==> src/hw/rtl/rth_pkg.sv <==
// ----------------------------------------------------------------------------
// rth_pkg
// Shared widths, payload structs, outcome codes and register indexes for
// the ray / triangle hit test pipeline.
// ----------------------------------------------------------------------------
`default_nettype none

package rth_pkg;

    // field widths
    localparam int COORD_W = 24;
    localparam int DIR_W   = 18;
    localparam int DEPS_W  = 40;
    localparam int TEPS_W  = 8;

    // internal datapath widths, all exact
    localparam int E_W   = COORD_W + 1;         // edge and origin offset
    localparam int P_W   = DIR_W + E_W + 1;     // dir x e2
    localparam int Q_W   = 2 * E_W + 1;         // t x e1
    localparam int DET_W = E_W + P_W + 2;       // det, nu, nv
    localparam int NT_W  = E_W + Q_W + 2;       // nt

    // configuration port
    localparam int APB_DW = 64;
    localparam int APB_AW = 6;
    localparam int IDX_W  = 3;

    localparam logic [IDX_W-1:0] REG_ORIGIN_X    = 3'd0;
    localparam logic [IDX_W-1:0] REG_ORIGIN_Y    = 3'd1;
    localparam logic [IDX_W-1:0] REG_ORIGIN_Z    = 3'd2;
    localparam logic [IDX_W-1:0] REG_DIR_X       = 3'd3;
    localparam logic [IDX_W-1:0] REG_DIR_Y       = 3'd4;
    localparam logic [IDX_W-1:0] REG_DIR_Z       = 3'd5;
    localparam logic [IDX_W-1:0] REG_DET_EPSILON = 3'd6;
    localparam logic [IDX_W-1:0] REG_T_EPSILON   = 3'd7;

    // result codes
    typedef enum logic [2:0] {
        OC_HIT      = 3'd0,
        OC_PARALLEL = 3'd1,
        OC_U_OUT    = 3'd2,
        OC_V_OUT    = 3'd3,
        OC_BEHIND   = 3'd4
    } outcome_t;

    typedef struct packed {
        logic signed [COORD_W-1:0] a_x;
        logic signed [COORD_W-1:0] a_y;
        logic signed [COORD_W-1:0] a_z;
        logic signed [COORD_W-1:0] b_x;
        logic signed [COORD_W-1:0] b_y;
        logic signed [COORD_W-1:0] b_z;
        logic signed [COORD_W-1:0] c_x;
        logic signed [COORD_W-1:0] c_y;
        logic signed [COORD_W-1:0] c_z;
    } triangle_t;

    typedef struct packed {
        logic       hit;
        logic [2:0] outcome;
    } result_t;

endpackage

`default_nettype wire

==> src/hw/rtl/rth_split_mul.sv <==
// ----------------------------------------------------------------------------
// rth_split_mul
// Two-stage signed multiplier: the wide operand is cut into an unsigned low
// part and a signed high part, each multiplied in stage one, then joined.
// ----------------------------------------------------------------------------
`default_nettype none

module rth_split_mul #(
    parameter int A_W  = 25,
    parameter int B_W  = 51,
    parameter int LO_W = 26
) (
    input  logic                    clk,
    input  logic signed [A_W-1:0]   a,
    input  logic signed [B_W-1:0]   b,
    output logic signed [A_W+B_W-1:0] p
);

    localparam int PL_W = A_W + LO_W + 1;
    localparam int PH_W = A_W + B_W - LO_W;
    localparam int PR_W = A_W + B_W;

    logic signed [PL_W-1:0] lo_prod_reg;
    logic signed [PH_W-1:0] hi_prod_reg;
    logic signed [PR_W-1:0] prod_reg;

    // partial products
    always_ff @(posedge clk)
    begin
        lo_prod_reg <= a * $signed({1'b0, b[LO_W-1:0]});
        hi_prod_reg <= a * $signed(b[B_W-1:LO_W]);
    end

    // join the partials
    always_ff @(posedge clk)
    begin
        prod_reg <= (PR_W'(hi_prod_reg) <<< LO_W) + PR_W'(lo_prod_reg);
    end

    assign p = prod_reg;

endmodule

`default_nettype wire

==> src/hw/rtl/rth_classify.sv <==
// ----------------------------------------------------------------------------
// rth_classify
// Sign normalization of det and the numerators, then the parallel, u, v and
// distance tests without division, ending in the registered result.
// ----------------------------------------------------------------------------
`default_nettype none

module rth_classify #(
    parameter int COORD_FRAC_BITS = 8
) (
    input  logic                               clk,
    input  logic                               rst_n,
    input  logic                               in_vld,
    input  logic signed [rth_pkg::DET_W-1:0]   det,
    input  logic signed [rth_pkg::DET_W-1:0]   nu,
    input  logic signed [rth_pkg::DET_W-1:0]   nv,
    input  logic signed [rth_pkg::NT_W-1:0]    nt,
    input  logic [rth_pkg::DEPS_W-1:0]         det_epsilon,
    input  logic [rth_pkg::TEPS_W-1:0]         t_epsilon,
    output logic                               done,
    output rth_pkg::result_t                   result
);

    import rth_pkg::*;

    // det carries 2*COORD_FRAC_BITS+16 fraction bits, epsilon carries 32
    localparam int SH      = 2 * COORD_FRAC_BITS - 16;
    localparam int DET_SHL = (SH < 0) ? -SH : 0;
    localparam int EPS_SHL = (SH > 0) ? SH : 0;
    localparam int CMP_W   = DET_W + 17;
    localparam int N_W     = DET_W + 1;
    localparam int NTN_W   = NT_W + 1;
    localparam int DS_W    = DET_W + 1;
    localparam int TE_W    = TEPS_W + 1;
    localparam int TP_W    = TE_W + DS_W;
    localparam int NTS_W   = NTN_W + 16;
    localparam int TC_W    = NTS_W + 1;

    logic [3:0] vld_pipe_reg;

    logic                     neg;
    logic [DET_W-1:0]         det_abs_reg;
    logic signed [N_W-1:0]    nu_reg;
    logic signed [N_W-1:0]    nv_reg;
    logic signed [NTN_W-1:0]  nt_reg;

    logic signed [DS_W-1:0]   det_s;
    logic [CMP_W-1:0]         par_lhs;
    logic [CMP_W-1:0]         par_rhs;
    logic                     parallel;
    logic                     u_out;
    logic                     v_out;
    logic signed [N_W:0]      uv_sum;
    outcome_t                 code_next;

    outcome_t                 code_s2_reg;
    outcome_t                 code_s3_reg;
    logic signed [NTN_W-1:0]  nt_s2_reg;
    logic signed [NTN_W-1:0]  nt_s3_reg;

    logic signed [TP_W-1:0]   teps_prod;
    logic signed [NTS_W-1:0]  nt_shift;
    logic                     behind;
    outcome_t                 code_final;
    result_t                  result_reg;

    // valid bits travel with the data
    always_ff @(posedge clk or negedge rst_n)
    begin
        if (!rst_n)
        begin
            vld_pipe_reg <= '0;
        end
        else
        begin
            vld_pipe_reg <= {vld_pipe_reg[2:0], in_vld};
        end
    end

    // stage 1: make det positive, negating the numerators with it
    assign neg = det[DET_W-1];

    always_ff @(posedge clk)
    begin
        det_abs_reg <= neg ? DET_W'(-det) : DET_W'(det);
        nu_reg      <= neg ? -N_W'(nu) : N_W'(nu);
        nv_reg      <= neg ? -N_W'(nv) : N_W'(nv);
        nt_reg      <= neg ? -NTN_W'(nt) : NTN_W'(nt);
    end

    // stage 2: parallel, u and v tests in priority order
    always_comb
    begin
        det_s    = $signed({1'b0, det_abs_reg});
        par_lhs  = CMP_W'(det_abs_reg) << DET_SHL;
        par_rhs  = CMP_W'(det_epsilon) << EPS_SHL;
        parallel = (det_abs_reg == '0) || (par_lhs < par_rhs);
        u_out    = nu_reg[N_W-1] || (nu_reg > det_s);
        uv_sum   = (N_W+1)'(nu_reg) + (N_W+1)'(nv_reg);
        v_out    = nv_reg[N_W-1] || (uv_sum > (N_W+1)'(det_s));
        if (parallel)
        begin
            code_next = OC_PARALLEL;
        end
        else if (u_out)
        begin
            code_next = OC_U_OUT;
        end
        else if (v_out)
        begin
            code_next = OC_V_OUT;
        end
        else
        begin
            code_next = OC_HIT;
        end
    end

    always_ff @(posedge clk)
    begin
        code_s2_reg <= code_next;
        nt_s2_reg   <= nt_reg;
    end

    // stages 2 and 3: t_epsilon * det
    rth_split_mul #(.A_W(TE_W), .B_W(DS_W), .LO_W(DS_W / 2)) u_teps_mul (
        .clk (clk),
        .a   ($signed({1'b0, t_epsilon})),
        .b   (det_s),
        .p   (teps_prod)
    );

    // stage 3: wait for the product
    always_ff @(posedge clk)
    begin
        code_s3_reg <= code_s2_reg;
        nt_s3_reg   <= nt_s2_reg;
    end

    // stage 4: distance test, a hit needs nt * 2^16 > t_epsilon * det
    always_comb
    begin
        nt_shift = $signed({nt_s3_reg, 16'b0});
        behind   = !(TC_W'(teps_prod) < TC_W'(nt_shift));
        if ((code_s3_reg == OC_HIT) && behind)
        begin
            code_final = OC_BEHIND;
        end
        else
        begin
            code_final = code_s3_reg;
        end
    end

    always_ff @(posedge clk)
    begin
        result_reg.hit     <= (code_final == OC_HIT);
        result_reg.outcome <= code_final;
    end

    assign done   = vld_pipe_reg[3];
    assign result = result_reg;

endmodule

`default_nettype wire

==> config.mk <==
export PLATFORM = sky130hd
export DESIGN_NAME = rth_classify
export DESIGN_NICKNAME = d
export VERILOG_FILES = /design/src/hw/rtl/rth_pkg.sv /design/src/hw/rtl/rth_split_mul.sv /design/src/hw/rtl/rth_classify.sv
export SDC_FILE = /design/constraint.sdc
export NUM_CORES = 2
export LEC_CHECK = 0
export BUFFER_PORTS_ARGS = -buffer_cell sky130_fd_sc_hd__buf_2
export CAP_MARGIN = 5
export CORE_ASPECT_RATIO = 0.8
export CORE_UTILIZATION = 63
export DETAILED_ROUTE_END_ITERATION = 8
export PLACE_DENSITY = 0.82
export RECOVER_POWER = 50
export SYNTH_ARGS = -nofsm -noshare
export SYNTH_HDL_FRONTEND = slang
export SYNTH_HIERARCHICAL = 1
export SYNTH_SLANG_ARGS = --single-unit
==> constraint.sdc <==
create_clock -name clk -period 6.6 [get_ports clk]
set_input_delay 0.33 -clock clk [delete_from_list [all_inputs] [get_ports clk]]
set_output_delay 0.33 -clock clk [all_outputs]
set_load 0.1 [all_outputs]
==> key figures <==
Outcome
  – Outcome: finished with violations
  – Violated checks: max-capacitance violations, max-slew violations

Global routing
  – First-pass GRT wire length: 241000 µm
  – Largest net degree at the start of global routing: 124
  – Vias in the first global route: 45700
  – Initial antenna violation count: 26
  – Overall Global Routing Usage: 36.8%
  – Global route overflow: 0

Critical path
  – Largest fanout on the critical path: 96
  – Reg2reg path depth: 25
  – Critical Path Sink Type: register
  – Critical Path RT: 7170 ps
  – CP startpoint kind: primary input
  – CP max-delay cell: clkbuf_1
  – Crit path max-delay family: buffers and inverters
  – Worst path depth: 6
  – Worst Path Buf+Inv: 2
  – Crit-path max cell delay: 2460 ps
  – Crit path kind: primary input to register
  – Crit path DAT: 6950 ps
  – Cells along the critical path: dlymetal6s4s_1 > clkbuf_1 > o21ai_0 > nand2_1 > a21oi_1 > xnor2_1

Cells and area
  – Most common cell after layout, fill and taps aside: dfxtp_1
  – Layout cells sized above 1: 9.04%
  – Synth-to-layout area growth: 15.5%
  – Most frequent cells in the layout: dfxtp_1, ha_1, nand2_1
  – Final net count: 7603

Floorplanning
  – Starting Density: 63.8%
  – Full die area: 0.0830 mm²
  – CORE AREA: 0.0808 mm²
  – Site Rows: 93
  – Die Height: 258 µm
  – Chip Width: 322 µm
  – Number of placed I/O pins: 347

Detailed routing
  – First DRT Iteration DRCs: 4195
  – Final WL: 153000 µm
  – Via count: 44500
  – Wire per inst: 20.9 µm
  – DR pass1 iterations: 7
  – Final antenna-violating net count: 0
  – DR DRC count: 0
  – Detail-routed via count per cell: 6.07

Yosys
  – Synth Area per Inst: 9.21 µm²
  – Synth warnings: 6
  – Mapped Cells: 5596
  – Synth Cell Area: 0.0515 mm²

STA
  – Fin. Hold Viols: 0
  – Fin. max-slew vios: 301
  – Clock period minus worst slack: 6390 ps
  – Skew final: 47.1 ps
  – Setup TNS: 0 ps
  – Least-Margin Pin Slew: 3320 ps
  – Fmax: 157 MHz
  – RSZ-0062 raised after global routing: no
  – Worst relative slew slack: -121%
  – Fin crit share: 96.8%
  – # setup viols final: 0

CTS
  – Post-CTS setup repair buffer count: 0
  – Clock Tree Root: clkbuf_16
  – Clk sink count: 604
  – Clock slew at reported path FFs: 70 ps
  – H-tree depth: 2
  – TritonCTS clock tree: done
  – Bufs on Longest Clock Path: 3
  – CTS Buf Count: 57
  – Clk_lat worst skew: 670 ps

Min path
  – Hold Crit Depth: 3
  – HP Class: primary input to register

Power
  – Worst vdd ir: 551 µV
  – Power Total: 28.4 mW
  – PwrDens: 478 mW/mm²
  – P_leak: 27.7 nW

Job
  – Maxcap violations: 3

Place
  – Gpl congestion: 1.01
  – HPWL after detailed placement: 109000 µm
  – Number of I/O port buffers: 346
-- metal layers --
layer	up-vias	track usage, %	wire [µm]
met1	21300	45.7	59300
met5	-	0.456	272
met4	38	18.9	8560
li1	20100	-	-
met2	2306	59.2	70700
met3	710	9.51	14300
-- worst paths after layout --
path,start,to,slack (ps)
worst max-delay path,det[70],nt_reg[48],210
worst min-delay path,nu[1],nu_reg[1],30
worst max register to register,nu_reg[0],code_s2_reg[1],300
worst min register to register,nt_reg[77],nt_s2_reg[77],300
max in group asynchronous,rst_n,vld_pipe_reg[0],5880
min in group asynchronous,rst_n,vld_pipe_reg[2],560
-- per-stage QoR --
step / worst slack (ps) / hold slack (ps) / cell area (µm²) / std cells / utilization (%)
after floorplan: 1080 / 34.4 / 51600 / 5611 / -
after CTS: 456 / 0.165 / 59500 / 7322 / 73.7
after global routing: 15.7 / 41.7 / 59500 / 7325 / 73.7
after detailed placement: 442 / 140 / 54500 / 6924 / 67.5
after global placement: 585 / 134 / 54500 / 6924 / 67.5
final: 211 / 34.2 / 59500 / 7330 / 73.7
-- report_power, final --
part | internal [mW] | switching [mW]
Clock | 2.03 | 1.59
Combinational | 8.46 | 11.2
Sequential | 4.66 | 0.505
Total | 15.1 | 13.3
-- tightest hold or removal path, cell delays in order --
cell and delay, ps:
buf_2 130, inv_1 70, o21ai_0 80
-- timing repair --
| item | CTS | global route |
|---|---|---|
| hold buffers | 290 | 0 |
| endpoints found under the setup margin | 0 | 2 |
| resized for setup | 0 | 1 |
| hold endpoints to repair | 290 | 0 |
-- final cells by class --
cell class	count	area [µm²]
sequential	604	12100
inverter	527	1980
multi-input combinational	4304	36800
clock buffer	73	1600
clock inverter	35	514
fill	5701	21200
antenna	8	20.0
timing repair buffer	687	5110
tap	1092	1370
No activity file was read; power rests on OpenSTA's default activity.
